`src/sv/stlt_pkg.sv`:
```
package stlt_pkg;

    // Default sweep length in steps.
    localparam int MAX_STEPS_DEF = 1024;

    // Field widths fixed by the interface.
    localparam int STEP_IN_W = 10;
    localparam int POS_W     = 16;
    localparam int SOUND_W   = 3;
    localparam int MISS_W    = 4;
    localparam int TICK_W    = 16;
    localparam int MINLOCK_W = 11;
    localparam int CFG_IDX_W = 3;
    localparam int CFG_DAT_W = 16;

    // Operation codes of an input word.
    localparam logic OP_SCAN = 1'b0;
    localparam logic OP_TICK = 1'b1;

    // Sound codes.
    localparam logic [SOUND_W-1:0] SND_NONE     = 3'd0;
    localparam logic [SOUND_W-1:0] SND_ACQUIRED = 3'd1;
    localparam logic [SOUND_W-1:0] SND_RESTORED = 3'd2;
    localparam logic [SOUND_W-1:0] SND_CONTACT  = 3'd3;
    localparam logic [SOUND_W-1:0] SND_TARGET   = 3'd4;

    // Configuration register indexes.
    localparam logic [CFG_IDX_W-1:0] REG_MIN_LOCK  = 3'd0;
    localparam logic [CFG_IDX_W-1:0] REG_MAX_BREAK = 3'd1;
    localparam logic [CFG_IDX_W-1:0] REG_LASER_OFF = 3'd2;
    localparam logic [CFG_IDX_W-1:0] REG_ACQUIRED  = 3'd3;
    localparam logic [CFG_IDX_W-1:0] REG_LOST      = 3'd4;
    localparam logic [CFG_IDX_W-1:0] REG_ROTATION  = 3'd5;

    // Register reset values.
    localparam logic [MINLOCK_W-1:0] MIN_LOCK_RST  = 11'd8;
    localparam logic [MISS_W-1:0]    MAX_BREAK_RST = 4'd4;
    localparam logic [TICK_W-1:0]    LASER_OFF_RST = 16'd5000;
    localparam logic [TICK_W-1:0]    ACQUIRED_RST  = 16'd30000;
    localparam logic [TICK_W-1:0]    LOST_RST      = 16'd60000;
    localparam logic [POS_W-1:0]     ROTATION_RST  = 16'd0;

    localparam logic [MISS_W-1:0] MISS_MAX  = 4'd15;
    localparam logic [TICK_W-1:0] TICK_MAX  = 16'hFFFF;

    typedef struct packed {
        logic [MINLOCK_W-1:0] min_lock_points;
        logic [MISS_W-1:0]    max_break_points;
        logic [TICK_W-1:0]    laser_off_ticks;
        logic [TICK_W-1:0]    acquired_interval_ticks;
        logic [TICK_W-1:0]    lost_interval_ticks;
        logic [POS_W-1:0]     rotation_step;
    } t_cfg;

    typedef struct packed {
        logic               aim_valid;
        logic [POS_W-1:0]   aim_position;
        logic               laser_on;
        logic [SOUND_W-1:0] sound;
        logic               locked;
    } t_result;

endpackage

```
`src/sv/stlt_in_if.sv`:
```
interface stlt_in_if;
    logic                            valid;
    logic                            ready;
    logic                            op;
    logic [stlt_pkg::STEP_IN_W-1:0]  scan_step;
    logic                            contact;

    modport source (output valid, output op, output scan_step, output contact, input ready);
    modport sink (input valid, input op, input scan_step, input contact, output ready);
endinterface

```
`src/sv/stlt_out_if.sv`:
```
interface stlt_out_if;
    logic                          valid;
    logic                          ready;
    logic                          aim_valid;
    logic [stlt_pkg::POS_W-1:0]    aim_position;
    logic                          laser_on;
    logic [stlt_pkg::SOUND_W-1:0]  sound;
    logic                          locked;

    modport source (output valid, output aim_valid, output aim_position, output laser_on,
                    output sound, output locked, input ready);
    modport sink (input valid, input aim_valid, input aim_position, input laser_on,
                  input sound, input locked, output ready);
endinterface

```
`src/sv/stlt_engine.sv`:
```
module stlt_engine #(
    parameter int MAX_STEPS = stlt_pkg::MAX_STEPS_DEF,
    localparam int STEP_W = $clog2(MAX_STEPS)
) (
    input  logic                 i_clk,
    input  logic                 i_rst_n,
    input  stlt_pkg::t_cfg       i_cfg,
    input  logic                 i_valid,
    input  logic                 i_op,
    input  logic [STEP_W-1:0]    i_step,
    input  logic                 i_contact,
    output stlt_pkg::t_result    o_result
);

    localparam int PROD_W = STEP_W + stlt_pkg::POS_W;
    localparam int CMP_W  = 17;

    logic                            r_lock_open, n_lock_open;
    logic [STEP_W-1:0]               r_span_start, n_span_start;
    logic [STEP_W-1:0]               r_span_end, n_span_end;
    logic [stlt_pkg::MISS_W-1:0]     r_miss, n_miss;
    logic                            r_laser, n_laser;
    logic [stlt_pkg::TICK_W-1:0]     r_off_cnt, n_off_cnt;
    logic                            r_off_pend, n_off_pend;
    logic [stlt_pkg::TICK_W-1:0]     r_lost_cnt, n_lost_cnt;
    logic                            r_lost_pend, n_lost_pend;
    logic [stlt_pkg::TICK_W-1:0]     r_since_off, n_since_off;

    logic [STEP_W-1:0]               start_v;
    logic [STEP_W-1:0]               left;
    logic [STEP_W-1:0]               size;
    logic [STEP_W-1:0]               centre;
    logic [PROD_W-1:0]               product;
    logic [stlt_pkg::MISS_W-1:0]     miss_inc;
    logic                            aim;
    logic [stlt_pkg::SOUND_W-1:0]    sound;

    // Span geometry of the current contact; start is the new one on first contact.
    always_comb begin
        start_v = r_lock_open ? r_span_start : i_step;
        left    = (start_v < i_step) ? start_v : i_step;
        size    = (start_v < i_step) ? (i_step - start_v) : (start_v - i_step);
        centre  = left + (size >> 1);
        product = PROD_W'(centre) * PROD_W'(i_cfg.rotation_step);
        miss_inc = (r_miss == stlt_pkg::MISS_MAX) ? r_miss : (r_miss + 1'b1);
    end

    // Next state and the result of the word in flight.
    always_comb begin
        n_lock_open  = r_lock_open;
        n_span_start = r_span_start;
        n_span_end   = r_span_end;
        n_miss       = r_miss;
        n_laser      = r_laser;
        n_off_cnt    = r_off_cnt;
        n_off_pend   = r_off_pend;
        n_lost_cnt   = r_lost_cnt;
        n_lost_pend  = r_lost_pend;
        n_since_off  = r_since_off;
        aim          = 1'b0;
        sound        = stlt_pkg::SND_NONE;

        if (i_valid && (i_op == stlt_pkg::OP_SCAN)) begin
            if (i_contact) begin
                n_lock_open  = 1'b1;
                n_span_start = start_v;
                n_span_end   = i_step;
                n_miss       = '0;
                if ((CMP_W'(size) + CMP_W'(1)) >= CMP_W'(i_cfg.min_lock_points)) begin
                    aim = 1'b1;
                    if (!r_laser) begin
                        sound = (r_since_off > i_cfg.acquired_interval_ticks) ?
                                stlt_pkg::SND_ACQUIRED : stlt_pkg::SND_RESTORED;
                    end
                    n_laser     = 1'b1;
                    n_off_cnt   = i_cfg.laser_off_ticks;
                    n_off_pend  = 1'b1;
                    n_lost_pend = 1'b0;
                    n_lost_cnt  = '0;
                end
            end else if (r_lock_open) begin
                if (miss_inc > i_cfg.max_break_points) begin
                    n_lock_open  = 1'b0;
                    n_span_start = '0;
                    n_span_end   = '0;
                    n_miss       = '0;
                end else begin
                    n_miss = miss_inc;
                end
            end
        end else if (i_valid) begin
            // Tick: since-off timer first, then the lost countdown, then laser-off.
            if (r_since_off != stlt_pkg::TICK_MAX) begin
                n_since_off = r_since_off + 1'b1;
            end
            if (r_lost_pend) begin
                if (r_lost_cnt <= stlt_pkg::TICK_W'(1)) begin
                    n_lost_cnt  = '0;
                    n_lost_pend = 1'b0;
                    sound       = stlt_pkg::SND_TARGET;
                end else begin
                    n_lost_cnt = r_lost_cnt - 1'b1;
                end
            end
            if (r_off_pend) begin
                if (r_off_cnt <= stlt_pkg::TICK_W'(1)) begin
                    n_off_cnt   = '0;
                    n_off_pend  = 1'b0;
                    n_laser     = 1'b0;
                    n_since_off = '0;
                    sound       = stlt_pkg::SND_CONTACT;
                    n_lost_cnt  = i_cfg.lost_interval_ticks;
                    n_lost_pend = 1'b1;
                end else begin
                    n_off_cnt = r_off_cnt - 1'b1;
                end
            end
        end
    end

    // Result word; the aim position saturates at full scale.
    always_comb begin
        o_result.aim_valid    = aim;
        o_result.aim_position = '0;
        if (aim) begin
            o_result.aim_position = (product > PROD_W'(stlt_pkg::TICK_MAX)) ?
                                    stlt_pkg::TICK_MAX : product[stlt_pkg::POS_W-1:0];
        end
        o_result.laser_on = n_laser;
        o_result.sound    = sound;
        o_result.locked   = n_lock_open;
    end

    // State registers.
    always_ff @(posedge i_clk) begin
        if (!i_rst_n) begin
            r_lock_open  <= 1'b0;
            r_span_start <= '0;
            r_span_end   <= '0;
            r_miss       <= '0;
            r_laser      <= 1'b0;
            r_off_cnt    <= '0;
            r_off_pend   <= 1'b0;
            r_lost_cnt   <= '0;
            r_lost_pend  <= 1'b0;
            r_since_off  <= stlt_pkg::TICK_MAX;
        end else begin
            r_lock_open  <= n_lock_open;
            r_span_start <= n_span_start;
            r_span_end   <= n_span_end;
            r_miss       <= n_miss;
            r_laser      <= n_laser;
            r_off_cnt    <= n_off_cnt;
            r_off_pend   <= n_off_pend;
            r_lost_cnt   <= n_lost_cnt;
            r_lost_pend  <= n_lost_pend;
            r_since_off  <= n_since_off;
        end
    end

endmodule

```
`src/sv/scan_target_lock_tracker.sv`:
```
// A result word passes through the input register and then the result register.
// Throughput: one word per cycle; the engine updates its state once per word,
// and the ready chain stalls only when the output is held.
// Reset (i_rst_n low, synchronous) clears the pipeline, restores all
// configuration registers to their defaults and returns the tracker to idle.
module scan_target_lock_tracker #(
    parameter int MAX_STEPS = stlt_pkg::MAX_STEPS_DEF
) (
    input  logic                            i_clk,
    input  logic                            i_rst_n,
    input  logic                            i_cfg_we,
    input  logic [stlt_pkg::CFG_IDX_W-1:0]  i_cfg_index,
    input  logic [stlt_pkg::CFG_DAT_W-1:0]  i_cfg_data,
    stlt_in_if.sink                         i_scan,
    stlt_out_if.source                      o_result
);

    localparam int STEP_W = $clog2(MAX_STEPS);
    localparam int SAT_W  = 17;

    stlt_pkg::t_cfg     r_cfg;
    stlt_pkg::t_result  eng_result;
    stlt_pkg::t_result  r_out;
    logic               r_out_valid;
    logic               r_in_valid;
    logic               r_in_op;
    logic [STEP_W-1:0]  r_in_step;
    logic               r_in_contact;
    logic               out_adv;
    logic               process;
    logic [SAT_W-1:0]   step_ext;
    logic [SAT_W-1:0]   step_sat;

    // Configuration writes.
    always_ff @(posedge i_clk) begin
        if (!i_rst_n) begin
            r_cfg.min_lock_points         <= stlt_pkg::MIN_LOCK_RST;
            r_cfg.max_break_points        <= stlt_pkg::MAX_BREAK_RST;
            r_cfg.laser_off_ticks         <= stlt_pkg::LASER_OFF_RST;
            r_cfg.acquired_interval_ticks <= stlt_pkg::ACQUIRED_RST;
            r_cfg.lost_interval_ticks     <= stlt_pkg::LOST_RST;
            r_cfg.rotation_step           <= stlt_pkg::ROTATION_RST;
        end else if (i_cfg_we) begin
            case (i_cfg_index)
                stlt_pkg::REG_MIN_LOCK:
                    r_cfg.min_lock_points <= i_cfg_data[stlt_pkg::MINLOCK_W-1:0];
                stlt_pkg::REG_MAX_BREAK:
                    r_cfg.max_break_points <= i_cfg_data[stlt_pkg::MISS_W-1:0];
                stlt_pkg::REG_LASER_OFF: r_cfg.laser_off_ticks <= i_cfg_data;
                stlt_pkg::REG_ACQUIRED:  r_cfg.acquired_interval_ticks <= i_cfg_data;
                stlt_pkg::REG_LOST:      r_cfg.lost_interval_ticks <= i_cfg_data;
                stlt_pkg::REG_ROTATION:  r_cfg.rotation_step <= i_cfg_data;
                default: ;
            endcase
        end
    end

    // Handshake: the input stage moves whenever the output stage can take a word.
    assign out_adv      = !r_out_valid || o_result.ready;
    assign process      = r_in_valid && out_adv;
    assign i_scan.ready = !r_in_valid || out_adv;

    // Steps past the end of the sweep clamp to the last step.
    assign step_ext = SAT_W'(i_scan.scan_step);
    assign step_sat = (step_ext >= SAT_W'(MAX_STEPS)) ? SAT_W'(MAX_STEPS - 1) : step_ext;

    // Input register.
    always_ff @(posedge i_clk) begin
        if (!i_rst_n) begin
            r_in_valid <= 1'b0;
        end else if (i_scan.ready) begin
            r_in_valid <= i_scan.valid;
        end
    end

    always_ff @(posedge i_clk) begin
        if (i_scan.ready) begin
            r_in_op      <= i_scan.op;
            r_in_step    <= step_sat[STEP_W-1:0];
            r_in_contact <= i_scan.contact;
        end
    end

    stlt_engine #(
        .MAX_STEPS (MAX_STEPS)
    ) u_engine (
        .i_clk     (i_clk),
        .i_rst_n   (i_rst_n),
        .i_cfg     (r_cfg),
        .i_valid   (process),
        .i_op      (r_in_op),
        .i_step    (r_in_step),
        .i_contact (r_in_contact),
        .o_result  (eng_result)
    );

    // Result register.
    always_ff @(posedge i_clk) begin
        if (!i_rst_n) begin
            r_out_valid <= 1'b0;
        end else if (out_adv) begin
            r_out_valid <= r_in_valid;
        end
    end

    always_ff @(posedge i_clk) begin
        if (process) begin
            r_out <= eng_result;
        end
    end

    assign o_result.valid        = r_out_valid;
    assign o_result.aim_valid    = r_out.aim_valid;
    assign o_result.aim_position = r_out.aim_position;
    assign o_result.laser_on     = r_out.laser_on;
    assign o_result.sound        = r_out.sound;
    assign o_result.locked       = r_out.locked;

endmodule

```
`src/flat_wrapper.sv`:
```
// flat-port wrapper written by rule: the top's interface ports become plain ports
module scan_target_lock_tracker_flat 
#(
    parameter int MAX_STEPS = stlt_pkg::MAX_STEPS_DEF
)
  (i_clk, i_rst_n, i_cfg_we, i_cfg_index, i_cfg_data, i_scan_valid, i_scan_op, i_scan_scan_step, i_scan_contact, i_scan_ready, o_result_valid, o_result_aim_valid, o_result_aim_position, o_result_laser_on, o_result_sound, o_result_locked, o_result_ready);
  stlt_in_if i_scan_i ();
  stlt_out_if o_result_i ();
  input  logic i_clk;
  input  logic i_rst_n;
  input  logic i_cfg_we;
  input  logic [stlt_pkg::CFG_IDX_W-1:0] i_cfg_index;
  input  logic [stlt_pkg::CFG_DAT_W-1:0] i_cfg_data;
  input wire logic [$bits(i_scan_i.valid)-1:0] i_scan_valid;
  input wire logic [$bits(i_scan_i.op)-1:0] i_scan_op;
  input wire logic [$bits(i_scan_i.scan_step)-1:0] i_scan_scan_step;
  input wire logic [$bits(i_scan_i.contact)-1:0] i_scan_contact;
  output wire logic [$bits(i_scan_i.ready)-1:0] i_scan_ready;
  output wire logic [$bits(o_result_i.valid)-1:0] o_result_valid;
  output wire logic [$bits(o_result_i.aim_valid)-1:0] o_result_aim_valid;
  output wire logic [$bits(o_result_i.aim_position)-1:0] o_result_aim_position;
  output wire logic [$bits(o_result_i.laser_on)-1:0] o_result_laser_on;
  output wire logic [$bits(o_result_i.sound)-1:0] o_result_sound;
  output wire logic [$bits(o_result_i.locked)-1:0] o_result_locked;
  input wire logic [$bits(o_result_i.ready)-1:0] o_result_ready;
  assign i_scan_i.valid = i_scan_valid;
  assign i_scan_i.op = i_scan_op;
  assign i_scan_i.scan_step = i_scan_scan_step;
  assign i_scan_i.contact = i_scan_contact;
  assign i_scan_ready = i_scan_i.ready;
  assign o_result_valid = o_result_i.valid;
  assign o_result_aim_valid = o_result_i.aim_valid;
  assign o_result_aim_position = o_result_i.aim_position;
  assign o_result_laser_on = o_result_i.laser_on;
  assign o_result_sound = o_result_i.sound;
  assign o_result_locked = o_result_i.locked;
  assign o_result_i.ready = o_result_ready;
  scan_target_lock_tracker #(.MAX_STEPS(MAX_STEPS)) u_core (.i_clk(i_clk), .i_rst_n(i_rst_n), .i_cfg_we(i_cfg_we), .i_cfg_index(i_cfg_index), .i_cfg_data(i_cfg_data), .i_scan(i_scan_i), .o_result(o_result_i));
endmodule
```
`config.mk`:
```
export PLATFORM = sky130hd
export DESIGN_NAME = scan_target_lock_tracker_flat
export DESIGN_NICKNAME = d
export VERILOG_FILES = /design/src/sv/stlt_pkg.sv /design/src/sv/stlt_in_if.sv /design/src/sv/stlt_out_if.sv /design/src/sv/stlt_engine.sv /design/src/sv/scan_target_lock_tracker.sv /design/src/flat_wrapper.sv
export SDC_FILE = /design/constraint.sdc
export NUM_CORES = 1
export LEC_CHECK = 0
export ABC_AREA = 1
export BUFFER_PORTS_ARGS = -buffer_cell sky130_fd_sc_hd__buf_2
export CAP_MARGIN = 20
export CORE_MARGIN = 2
export CORE_UTILIZATION = 60
export DETAILED_ROUTE_END_ITERATION = 10
export PLACE_DENSITY_LB_ADDON = 0.3
export REMOVE_ABC_BUFFERS = 1
export SLEW_MARGIN = 10
export SYNTH_ARGS = -nofsm -noshare
export SYNTH_HDL_FRONTEND = slang
export SYNTH_SLANG_ARGS = --single-unit
```
`constraint.sdc`:
```
create_clock -name i_clk -period 23.9 [get_ports i_clk]
set_clock_uncertainty 0.05 [all_clocks]
set_input_delay 3.585 -clock i_clk [delete_from_list [all_inputs] [get_ports i_clk]]
set_output_delay 3.585 -clock i_clk [all_outputs]
set_load 0.05 [all_outputs]
```
==> qor.txt <==
========================================================================================
Outcome ................................................................... complete, no violations
Remaining DRCs ............................................................            0
Class of the worst hold path .............................................. flop to flop
FF-to-FF setup slack ......................................................     13.58 ns
Row Count .................................................................           60
Diodes inserted ...........................................................            0
Final Net Count ...........................................................         2599
Number of synthesis warnings ..............................................            0
Post-synthesis instance total .............................................         2302
Largest cells by area after synthesis ..................................... sky130_fd_sc_hd__dfxtp_1, sky130_fd_sc_hd__fa_1, sky130_fd_sc_hd__nand2_1, sky130_fd_sc_hd__ha_1, sky130_fd_sc_hd__inv_1
Post-detailed-route count of antenna-violating nets .......................            0
Leakage power .............................................................   0.00901 µW
Vias per Instance .........................................................         5.61
Total area of sequential cells ............................................     3960 µm²
Placed instance count .....................................................         2645
Placer's final routability congestion estimate ............................         1.01
Netlist area before placement .............................................    16300 µm²
Largest net degree at the start of global routing .........................           99
Clock tree from TritonCTS .................................................        built
Maximum resistive drop on vdd .............................................      41.4 µV
Proportion of netlist area held by the largest area contributor ...........        18.0%
Category of cells accounting for the largest share of critical-path delay .  adder cells
Arrival time at the worst endpoint ........................................     10.47 ns
Final period utilization ..................................................        43.2%
Number of buffers created by CTS ..........................................           17
Setup crit start kind .....................................................         flop
Minimum clock period after layout .........................................     10.32 ns
Drt first pass iters ......................................................            8
Share of cells above drive strength 1 .....................................        8.13%
Setup repair after global routing missed its margin .......................        false
Layout filler cell count ..................................................         2377
Multi-input combinational cell area .......................................    10400 µm²
Max clock buf depth .......................................................            2
Seq/Total Area, Yosys .....................................................        24.2%
Final Total Pwr ...........................................................      1260 µW
Number of distinct standard cells referenced by the synthesized netlist ...           54
Fraction of registers with async set or reset after synthesis .............           0%
Initial standard-cell utilization of the core .............................        60.8%
Slew at the pin closest to its max-slew limit .............................     0.921 ns
Critical path start-end classification .................................... flop to flop
First DRT Iteration DRCs ..................................................         1299
Number of cells upsized or downsized after cts ............................            0
Gr usage total ............................................................        30.1%
Maximum fanout along the worst path .......................................           29
Final standard cell utilization of the core ...............................        64.7%
Primary FF master, synth .................................................. sky130_fd_sc_hd__dfxtp_1
Via total after detailed routing ..........................................        15000
Worst max-slew margin expressed relative to the limit .....................        38.6%
Mean instance size in the synthesized netlist .............................     7.10 µm²
Number of flip-flops and latches in the synthesized netlist ...............          181
CTS Sinks .................................................................          181
Layout area overhead ......................................................        6.41%
Endpoint kind of the worst setup timing path ..............................         flop
Cell type with the highest aggregate area in the netlist .................. sky130_fd_sc_hd__dfxtp_1
Latest clock arrival within the worst-skew pair ...........................      0.44 ns
Root buf cell ............................................................. sky130_fd_sc_hd__clkbuf_16
Setup TNS .................................................................         0 ns
CP max stage delay ........................................................      0.55 ns
DIE AREA ..................................................................    28600 µm²
Buf+Inv Stages, Crit Path .................................................            9
Area of the placeable core ................................................    26900 µm²
Wire length of the first global-routing pass ..............................     69400 µm
Highest achievable clock rate .............................................     96.9 MHz
Clock slew seen by the registers of the worst setup and hold paths ........      0.07 ns
Worst-case hold slack .....................................................     0.410 ns
Required @ worst endpoint .................................................     24.05 ns
Antenna violations before repair ..........................................            0
Post-route insts no fill ..................................................         2677
Die width .................................................................       169 µm
Worst-path cell with the longest stage delay .............................. sky130_fd_sc_hd__fa_1
Floorplan die height ......................................................       169 µm
Count of final setup violators ............................................            0
Number of enable-type register cells in the synthesized netlist ...........           34
Number of failing hold endpoints at the final stage .......................            0
Total Routed Length .......................................................     42200 µm
Post-CTS Setup Repair Bufs ................................................            0
Post-detailed-route wirelength per cell ...................................      15.8 µm
Total grt overflow ........................................................            0
Number of violations of the max-capacitance limit .........................            0
Vias in the first global route ............................................        14500
Max H-tree Level ..........................................................            4
Hold Buf Count CTS ........................................................            0
Number of input and output port buffers inserted ..........................           59
Pins over their slew limit ................................................            0
Placed wire-length estimate after detailed placement ......................     32200 µm
Power density over cell area ..............................................  72.3 nW/µm²
Number of top-level pins ..................................................           60
========================================================================================
-- state kept, by name, indices dropped and copies added, names as in the netlist, 3 cells and up --
| signal | count |
|---|---|
| u_core.o_result.aim_position | 16 |
| u_core.u_engine.r_miss | 4 |
| u_core.u_engine.r_since_off | 16 |
| u_core.o_result.sound | 3 |
| u_core.r_in_step | 10 |
| u_core.r_cfg | 79 |
| u_core.u_engine.r_off_cnt | 16 |
| u_core.u_engine.r_span_start | 10 |
| u_core.u_engine.r_lost_cnt | 16 |
-- final cells by class --
cell class              instances  share of cell area, %
well taps                     341                   2.45
inverters                     436                   9.41
repair buffers                 65                   1.97
clock buffers                  17                   2.45
clock inverters                15                  0.892
flip-flops and latches        181                   22.8
multi-input cells            1622                   60.1
-- tightest hold or removal path, stage by stage, from the launching register on --
cell	delay, ns
sky130_fd_sc_hd__dfxtp_1	0.31
sky130_fd_sc_hd__nand2_1	0.06
sky130_fd_sc_hd__a21oi_1	0.05
-- where the power goes --
| part | leakage (µW) | switching [µW] | internal [µW] | total [µW] |
|---|---|---|---|---|
| clock | 0.000281 | 144 | 140 | 284 |
| sequential | 0.00155 | 15.7 | 327 | 343 |
| combinational | 0.00718 | 430 | 200 | 630 |
| total | 0.00901 | 590 | 668 | 1260 |
-- final timing paths --
kind | cells past startpoint | to | from
max reg2reg | 44 | u_core.o_result.aim_position[7] | u_core.u_engine.r_lock_open
min reg2reg | 2 | u_core.u_engine.r_span_start[5] | u_core.u_engine.r_span_start[5]
min | 2 | u_core.u_engine.r_span_start[5] | u_core.u_engine.r_span_start[5]
max | 44 | u_core.o_result.aim_position[7] | u_core.u_engine.r_lock_open
-- per-stage QoR --
stage               setup WS, ns  area (µm²)
finish                     13.58       17400
global route               12.77       17400
CTS                        13.74       17400
detailed placement         13.73       16800
global placement           14.10       16800
floorplan                  15.02       16000
-- cell usage in the layout, fill, tap and decap left out, types with 3 or more instances in the layout --
cell type                     n
sky130_fd_sc_hd__nand2_1    506
sky130_fd_sc_hd__inv_1      409
sky130_fd_sc_hd__nor2_1     242
sky130_fd_sc_hd__dfxtp_1    147
sky130_fd_sc_hd__o21ai_0    145
sky130_fd_sc_hd__a21oi_1    131
sky130_fd_sc_hd__ha_1       127
sky130_fd_sc_hd__fa_1       113
sky130_fd_sc_hd__nand3_1     91
sky130_fd_sc_hd__buf_2       58
sky130_fd_sc_hd__nand4_1     48
sky130_fd_sc_hd__xor2_1      36
sky130_fd_sc_hd__edfxtp_1    34
sky130_fd_sc_hd__inv_2       25
sky130_fd_sc_hd__xnor2_1     19
sky130_fd_sc_hd__nor2_2      18
sky130_fd_sc_hd__clkbuf_16   17
sky130_fd_sc_hd__o21ai_1     16
sky130_fd_sc_hd__nand2_2     16
sky130_fd_sc_hd__nor3_1      15
sky130_fd_sc_hd__or2_2       14
sky130_fd_sc_hd__o211ai_1    14
sky130_fd_sc_hd__a211oi_1    11
sky130_fd_sc_hd__buf_4        7
sky130_fd_sc_hd__a22oi_1      6
sky130_fd_sc_hd__nand3_2      5
sky130_fd_sc_hd__nor4_1       5
sky130_fd_sc_hd__nor2_4       4
sky130_fd_sc_hd__nand3b_1     4
sky130_fd_sc_hd__o21bai_1     4
sky130_fd_sc_hd__inv_8        4
sky130_fd_sc_hd__o21a_1       3
sky130_fd_sc_hd__o31ai_1      3
sky130_fd_sc_hd__inv_6        3
-- synth_stat cells (34+ instances only) --
cell type	count
sky130_fd_sc_hd__a21oi_1	131
sky130_fd_sc_hd__clkbuf_1	39
sky130_fd_sc_hd__dfxtp_1	147
sky130_fd_sc_hd__edfxtp_1	34
sky130_fd_sc_hd__fa_1	113
sky130_fd_sc_hd__ha_1	127
sky130_fd_sc_hd__inv_1	409
sky130_fd_sc_hd__nand2_1	506
sky130_fd_sc_hd__nand3_1	91
sky130_fd_sc_hd__nand4_1	48
sky130_fd_sc_hd__nor2_1	242
sky130_fd_sc_hd__o21ai_0	145
sky130_fd_sc_hd__xor2_1	36
-- layer usage --
layer | vias to the layer above | global-route usage [%] | share of wire (%)
li1 | 7286 | - | -
met1 | 7089 | 39.0 | 43
met2 | 534 | 51.4 | 47
met3 | 98 | 3.46 | 6.3
met4 | 0 | 12.4 | 3.9
met5 | - | 0 | 0
-- cells by family after synthesis --
group / synth area share (%)
AND/OR/NAND/NOR: 25.7
buffers and inverters: 11.9
AO/OA/AOI/OAI: 11.6
adder cells (fa/ha/maj): 23.6
flip-flops: 24.2
XOR/XNOR: 2.95
multiplexers: 0.0612
Power figures use the tool's default switching activity.
